--- config.mk ---
export PLATFORM = sky130hd
export DESIGN_NAME = ascii_seven_segment_remap_encoder
export DESIGN_NICKNAME = d
export VERILOG_FILES = /design/src/hdl/asse_pkg.sv /design/src/hdl/asse_char_decode.sv /design/src/hdl/asse_remap.sv /design/src/hdl/ascii_seven_segment_remap_encoder.sv
export SDC_FILE = /design/constraint.sdc
export NUM_CORES = 1
export LEC_CHECK = 0
export ABC_AREA = 1
export BUFFER_PORTS_ARGS = -buffer_cell sky130_fd_sc_hd__buf_4
export CORE_AREA = 2 2 94 96
export CTS_CLUSTER_DIAMETER = 50
export DETAILED_ROUTE_END_ITERATION = 6
export DIE_AREA = 0 0 96 98
export PLACE_DENSITY = 0.55
export SETUP_SLACK_MARGIN = 0.02
export SYNTH_ARGS = -nofsm -noshare
export SYNTH_HDL_FRONTEND = slang
export SYNTH_HIERARCHICAL = 1
export SYNTH_SLANG_ARGS = --single-unit
--- constraint.sdc ---
create_clock -name clk_i -period 3.69 [get_ports clk_i]
set_input_delay 0.369 -clock clk_i [delete_from_list [all_inputs] [get_ports clk_i]]
set_output_delay 0.369 -clock clk_i [all_outputs]
set_load 0.01 [all_outputs]
--- src/hdl/asse_pkg.sv ---
// Shared constants, types and lookup tables for the seven-segment encoder.
// No dependencies; used by every module in hdl/.
package asse_pkg;

  localparam int unsigned SegBits    = 7;
  localparam int unsigned NumLayouts = 7;
  localparam int unsigned NumDigits  = 10;
  localparam int unsigned NumLetters = 26;

  typedef logic [SegBits-1:0] pattern_t;   // gfedcba, bit 0 = segment a
  typedef logic [7:0]         seg_byte_t;
  typedef logic [2:0]         mode_t;

  // ASCII codes of interest
  localparam logic [7:0] CharZero   = 8'h30;
  localparam logic [7:0] CharNine   = 8'h39;
  localparam logic [7:0] CharUpperA = 8'h41;
  localparam logic [7:0] CharUpperZ = 8'h5A;
  localparam logic [7:0] CharLowerA = 8'h61;
  localparam logic [7:0] CharLowerZ = 8'h7A;
  localparam logic [7:0] CharSpace  = 8'h20;
  localparam logic [7:0] CharMinus  = 8'h2D;

  localparam pattern_t PatBlank = 7'h00;
  localparam pattern_t PatMinus = 7'h40;

  localparam pattern_t DigitPat [NumDigits] = '{
    7'h3F, 7'h06, 7'h5B, 7'h4F, 7'h66, 7'h6D, 7'h7D, 7'h07, 7'h7F, 7'h6F
  };

  localparam pattern_t LetterPat [NumLetters] = '{
    7'h77, 7'h7C, 7'h39, 7'h5E, 7'h79, 7'h71, 7'h3D, 7'h76, 7'h19, 7'h0D,
    7'h72, 7'h38, 7'h55, 7'h54, 7'h5D, 7'h73, 7'h67, 7'h50, 7'h6D, 7'h78,
    7'h3E, 7'h1C, 7'h6A, 7'h1D, 7'h6E, 7'h49
  };

  // Output bit position of each source segment a..g, per panel layout
  localparam logic [2:0] LayoutDest [NumLayouts][SegBits] = '{
    '{3'd3, 3'd7, 3'd5, 3'd0, 3'd1, 3'd2, 3'd6},
    '{3'd0, 3'd4, 3'd6, 3'd3, 3'd2, 3'd1, 3'd5},
    '{3'd0, 3'd5, 3'd7, 3'd3, 3'd2, 3'd1, 3'd6},
    '{3'd4, 3'd1, 3'd3, 3'd7, 3'd6, 3'd5, 3'd2},
    '{3'd3, 3'd6, 3'd4, 3'd0, 3'd1, 3'd2, 3'd5},
    '{3'd7, 3'd6, 3'd5, 3'd4, 3'd0, 3'd2, 3'd1},
    '{3'd7, 3'd6, 3'd5, 3'd4, 3'd1, 3'd3, 3'd2}
  };

  // Highest layout code that names a panel
  localparam mode_t LastLayout = mode_t'(NumLayouts - 1);

endpackage

--- src/hdl/asse_char_decode.sv ---
// Digit / ASCII character to gfedcba segment pattern lookup.
// Depends on asse_pkg.
module asse_char_decode (
  input  logic [7:0]        digit_value_i,
  input  logic [7:0]        character_i,
  output asse_pkg::pattern_t pattern_o
);

  logic       is_digit_char;
  logic       is_upper;
  logic       is_lower;
  logic [4:0] letter_idx;

  assign is_digit_char = (character_i >= asse_pkg::CharZero)   &&
                         (character_i <= asse_pkg::CharNine);
  assign is_upper      = (character_i >= asse_pkg::CharUpperA) &&
                         (character_i <= asse_pkg::CharUpperZ);
  assign is_lower      = (character_i >= asse_pkg::CharLowerA) &&
                         (character_i <= asse_pkg::CharLowerZ);
  // 'A' and 'a' both sit at 1 in the low five bits
  assign letter_idx    = character_i[4:0] - 5'd1;

  always_comb begin
    if (digit_value_i < 8'(asse_pkg::NumDigits)) begin
      pattern_o = asse_pkg::DigitPat[digit_value_i[3:0]];
    end else if (is_digit_char) begin
      pattern_o = asse_pkg::DigitPat[character_i[3:0]];
    end else if (is_upper || is_lower) begin
      pattern_o = asse_pkg::LetterPat[letter_idx];
    end else if (character_i == asse_pkg::CharMinus) begin
      pattern_o = asse_pkg::PatMinus;
    end else begin
      // space and anything unmapped are blank
      pattern_o = asse_pkg::PatBlank;
    end
  end

endmodule

--- src/hdl/asse_remap.sv ---
// Permutes a gfedcba pattern into one of the panel wiring layouts; unnamed modes give zero.
// Depends on asse_pkg.
module asse_remap (
  input  asse_pkg::pattern_t  pattern_i,
  input  asse_pkg::mode_t     mode_i,
  output asse_pkg::seg_byte_t seg_byte_o
);

  always_comb begin
    seg_byte_o = '0;
    if (mode_i <= asse_pkg::LastLayout) begin
      for (int s = 0; s < asse_pkg::SegBits; s++) begin
        if (pattern_i[s]) begin
          seg_byte_o[asse_pkg::LayoutDest[mode_i][s]] = 1'b1;
        end
      end
    end
  end

endmodule

--- src/hdl/ascii_seven_segment_remap_encoder.sv ---
// Top level of the seven-segment character encoder with panel wiring remap.
// Depends on asse_pkg, asse_char_decode and asse_remap.
//
//   channel  | ports                                         | handshake
//   ---------+-----------------------------------------------+---------------------------
//   request  | digit_value_i, character_i, wiring_mode_i     | start high, busy low
//   result   | segment_byte_o                                | done_o, one cycle, no stall
//
// Cycles: one transfer per clock; busy never rises. A request taken is held
// in the input register, and its result then passes through the result
// register onto the ports.
// Reset: rst_ni clears the two valid flags only; payload registers are
// left as they are.
// Stalls: none; the receiver takes every done_o cycle.
module ascii_seven_segment_remap_encoder (
  input  logic       clk_i,
  input  logic       rst_ni,
  input  logic       start,
  output logic       busy,
  input  logic [7:0] digit_value_i,
  input  logic [7:0] character_i,
  input  logic [2:0] wiring_mode_i,
  output logic       done_o,
  output logic [7:0] segment_byte_o
);

  // input stage
  logic                valid_q;
  logic [7:0]          digit_q;
  logic [7:0]          char_q;
  asse_pkg::mode_t     mode_q;

  // result stage
  logic                done_q;
  asse_pkg::seg_byte_t seg_q;

  asse_pkg::pattern_t  pattern;
  asse_pkg::seg_byte_t seg_d;

  // lookup never backs up, so requests are always taken
  assign busy = 1'b0;

  always_ff @(posedge clk_i or negedge rst_ni) begin
    if (!rst_ni) begin
      valid_q <= 1'b0;
      done_q  <= 1'b0;
    end else begin
      valid_q <= start && !busy;
      done_q  <= valid_q;
    end
  end

  // payload, no reset
  always_ff @(posedge clk_i) begin
    if (start && !busy) begin
      digit_q <= digit_value_i;
      char_q  <= character_i;
      mode_q  <= wiring_mode_i;
    end
    if (valid_q) begin
      seg_q <= seg_d;
    end
  end

  asse_char_decode u_decode (
    .digit_value_i (digit_q),
    .character_i   (char_q),
    .pattern_o     (pattern)
  );

  asse_remap u_remap (
    .pattern_i  (pattern),
    .mode_i     (mode_q),
    .seg_byte_o (seg_d)
  );

  assign done_o         = done_q;
  assign segment_byte_o = seg_q;

  // ---------------------------------------------------------------------------
  // Assertions
  // ---------------------------------------------------------------------------

  // every strobe traces back to an earlier request
  a_done_from_start: assert property (@(posedge clk_i) disable iff (!rst_ni)
    done_o |-> $past(start, 2))
    else $error("done_o without a request two cycles earlier");

  // unnamed layout code gives an all-zero byte
  a_bad_mode_zero: assert property (@(posedge clk_i) disable iff (!rst_ni)
    (valid_q && (mode_q > asse_pkg::LastLayout)) |=> (segment_byte_o == '0))
    else $error("nonzero output for unnamed wiring mode");

  // blank pattern stays blank through the remap
  a_blank_zero: assert property (@(posedge clk_i) disable iff (!rst_ni)
    (valid_q && (pattern == asse_pkg::PatBlank)) |=> (segment_byte_o == '0))
    else $error("blank pattern produced lit segments");

  // remap is a permutation: segment count survives for named layouts
  a_popcount: assert property (@(posedge clk_i) disable iff (!rst_ni)
    (valid_q && (mode_q <= asse_pkg::LastLayout)) |=>
      ($countones(segment_byte_o) == $countones($past(pattern))))
    else $error("remap changed the number of lit segments");

endmodule
==> impl.org <==
** Worst setup path
- Worst Setup Path Type :: reg -> reg
- CP Cell Sequence :: inv_2 -> ha_1 -> inv_1 -> nand2_1 -> nand2_2 -> nand2_1 -> o21ai_0 -> o21ai_0 -> nand3_1 -> a21oi_1 -> inv_1 -> nor2_1 -> nand2_1 -> nand2_1 -> inv_1 -> nand3_1 -> nand2_1 -> inv_1
- Grouping stages by cell kind, the critical path spends the most delay in simple AND/OR/NAND/NOR gates.
- Cell seen most often among critical-path stages :: nand2_1
- Max Fanout on Critical Path :: 11
- Kind of end point of the critical path :: register
- Data arrival time of the worst path :: 3030 ps
- Library cell contributing the largest single delay on the critical path :: edfxtp_1
- On the worst path, the slowest cell contributes a delay of 530 ps.
- The worst setup path is launched from a register.
- Data on the critical path is required at its endpoint by 3850 ps.
- The critical path contains buffers and inverters numbering 5 combined.

** Logic synthesis
- Synth Area per Inst :: 7.35 µm²
- Yosys synthesis warning count :: 6
- The number of nets handed over by synthesis was 370.
- By area the synthesized netlist is led by edfxtp_1 33%, nand2_1 15%, nand3_1 9.0%, ha_1 7.1%, nor2_1 5.4%.
- The share of the Yosys chip area taken by registers is 0.351.
- Post-synth design cell area :: ~2500 µm²
- Number of unique standard cell types used by synthesis :: 31
- The synthesized design contains 29 register bits.
- Of all cell types, the one taking the most synthesized area is edfxtp_1.
- Yosys top cell area share :: 0.330
- Counting every instance in the synthesized netlist gives 334.

** Routing
- Detailed-routed wire length on met2 :: 2.51 mm
- Routed via count :: 2207
- After detailed routing, the average wire length per cell comes to 11.3 µm.
- After detailed routing, the number of remaining DRC violations is 0.
- The first routing iteration left between 150 and 200 violations.
- First-pass iteration count of the detailed router :: 4
- Antenna Violating Nets Remaining :: 0
- Avg Vias per Cell :: 4.68
- Highest metal layer with signal wires :: met4
- Total met3 wirelength after detailed routing :: 249 µm
- Final routed wirelength across all metal layers :: 5.36 mm
- For this block, wires on met1 add up to 2.50 mm.

** STA
- Setup repair after global routing missed its margin :: no
- Derived from the worst setup path, the maximum achievable clock frequency is 348 MHz.
- The count of endpoints failing hold in the final timing report was 0.
- Fin Setup TNS :: 0 ps
- Of the available clock period, the critical path in the final layout requires 0.779.
- Shortest period the worst path allows :: 2870 ps
- Slew at the pin closest to its max-slew limit :: about 510 ps
- Worst-case clock skew :: 7.82 ps
- Setup violations remaining at the end of the flow were counted as 0.
- Final Max Slew Viols :: 0
- Headroom to the max-slew limit came out at 0.663.

** Global route
- The number of global-route vias before repair is 2195.
- Gr usage total :: 0.127
- The first global-routing pass estimated 9.65 mm of wire.
- The initial antenna violation count is 0.
- After global routing the overflow that remains totals 0.
- Entering global routing, the biggest net connects 21 pins.

** Clock network
- Counting every sink on the clock net gives 29.
- Max H-tree Level :: 2
- Number of buffers added by the clock tree synthesis step :: 5
- CTS Root Cell :: clkbuf_8
- Clock-pin slew of the registers on the worst-case setup and hold paths :: around 60 ps
- Quantity of hold-fixing buffers added after cts :: 1
- Insertion delay of the later-clocked pin in the worst-skew pair :: 280 ps
- TritonCTS built the clock tree.
- Buffers inserted during post-CTS setup optimization :: 0
- Max clock buf depth :: 2
- Count of cells resized by post-cts repair :: 0

** Placed design
- Quantity of I/O buffers inserted on ports :: 30
- Cell count after placement :: 463
- The congestion estimate from routability-driven global placement came to roughly 0.93.
- Summing all placed instances gives a cell area of 2720 µm².
- HPWL after detailed placement :: 4.19 mm

** Cells and area
- The number of antenna diodes in the final layout is 0.
- From synthesis to final layout, the design area changed by 15.0%.
- Layout cell share with drive strength beyond 1 :: 0.181
- In the layout the commonest cells are 97 x nand2_1, 44 x nand3_1, 35 x nor2_1.
- Most common cell after layout, fill and taps aside :: nand2_1
- Number of filler cells placed in the layout :: 893
- In the final layout, flip-flops and latches occupy 861 µm².
- After routing the design area is ~2800 µm².
- Layout Cells excl Fill :: 472
- The multi-input combinational cells in the finished layout cover a total of 1360 µm².
- At the end of the flow, the number of nets in the layout was 399.

** Pwr
- For this design the static power due to leakage is around 1.3 nW.
- Worst supply voltage drop on vdd :: roughly 0.28 mV
- Power density over cell area :: 360 nW/µm²
- The share of total power dissipated in sequential elements is 0.431.
- Cell Int Power :: between 0.0006 and 0.0007 W
- Switching part of the total :: 0.339
- Of the total power, combinational logic draws 0.311.
- Total net switching power :: ~0.00034 W
- The share of total power dissipated in the clock network is 0.258.

** Outcome
- The flow ran to the end, and the final reports show no timing, DRC or antenna violations.

** Floorplanning
- Pin placement for this block handled 32 I/O pins.
- Die footprint :: 9410 µm²
- Initial core utilization :: 0.290
- Width of the chip :: 96 µm
- In this run the vertical extent of the chip is 98 µm.
- After floorplanning, the core was sized to cover ~8500 µm².
- Site Rows :: 34

** Hold path
- The worst hold path belongs to the class in -> reg.

** Flow run
- Maximum Capacitance Violations :: 0
==> sequential cells by signal, summed over array words and instances, names as in the netlist <==
register / count
char_q: 8
digit_q: 8
segment_byte_o: 8
mode_q: 3
done_o: 1
valid_q: 1
==> worst reg2reg max path, cell delays in order (launching register included) <==
cell      delay (ps)
edfxtp_1         530
inv_2            240
ha_1             320
inv_1            100
nand2_1          110
nand2_2          140
nand2_1          130
o21ai_0          100
o21ai_0          150
nand3_1          120
a21oi_1          290
inv_1            100
nor2_1           100
nand2_1           60
nand2_1           60
inv_1             40
nand3_1           70
nand2_1           50
inv_1             40
==> power groups by stage <==
stage	Combinational [W]	Sequential, W	Clock (W)
final	0.000316	0.000439	0.000262
after global routing	0.000361	0.000446	0.000290
after CTS	0.000316	0.000439	0.000274
after detailed placement	0.000314	0.000446	0
after global placement	0.000316	0.000445	0
after floorplan	0.000234	0.000437	0
==> cell usage after synthesis <==
library cell / n
a21oi_1: 13
buf_4: 1
buf_6: 7
clkbuf_2: 1
clkinv_1: 1
conb_1: 1
dfrtp_1: 2
edfxtp_1: 27
ha_1: 14
inv_1: 31
inv_2: 5
inv_6: 1
nand2_1: 97
nand2_2: 8
nand2_4: 3
nand3_1: 44
nand3_2: 2
nand4_1: 8
nor2_1: 35
nor2_2: 1
nor2_4: 3
nor2_8: 1
nor3_1: 4
nor3_2: 1
o21ai_0: 12
o21ai_1: 4
o21ai_2: 1
o221ai_1: 1
o31ai_1: 1
or2_2: 3
xor2_4: 1
==> metrics by stage <==
| stage | util | hold WS, ps | worst slack [ps] | power, W |
|---|---|---|---|---|
| after floorplan | - | 73.4 | 1300 | 0.000671 |
| after global routing | 0.334 | 251 | 500 | 0.00110 |
| after global placement | 0.322 | 152 | 907 | 0.000761 |
| final | 0.334 | 266 | 815 | 0.00102 |
| after detailed placement | 0.322 | 152 | 831 | 0.000760 |
| after CTS | 0.334 | 255 | 820 | 0.00103 |
==> path summary, 6_finish.rpt <==
| check | slack (ps) | end | cells after the start | start |
|---|---|---|---|---|
| worst max register to register | 820 | segment_byte_o[5] | 18 | char_q[0] |
| max in group asynchronous | 3190 | valid_q | 2 | rst_ni |
| worst max-delay path | 820 | segment_byte_o[5] | 18 | char_q[0] |
| worst min register to register | 600 | done_o | 0 | valid_q |
| min in group asynchronous | 420 | done_o | 2 | rst_ni |
| worst min-delay path | 270 | digit_q[5] | 1 | digit_value_i[5] |
==> layer usage <==
layer / GRT usage / vias up
met1: 0.171 / 976
li1: - / 1151
met3: 0.0262 / 9
met2: 0.198 / 71
met4: 0.0505 / 0
met5: 0 / -
==> layout make-up <==
| cell class | count | area share |
|---|---|---|
| clock buffers | 8 | 0.0319 |
| inverters | 38 | 0.0523 |
| multi-input cells | 258 | 0.480 |
| flip-flops and latches | 29 | 0.305 |
| well taps | 108 | 0.0479 |
| repair buffers | 31 | 0.0833 |
==> logic make-up after synthesis <==
logic type / share of synthesized area
xor+xnor: 0.0112
compound gates: 0.0693
fa+ha+maj: 0.0714
buf+inv: 0.0973
simple gates: 0.399
flops: 0.351
other cells: 0.00153
No activity file was read; power rests on OpenSTA's default activity.
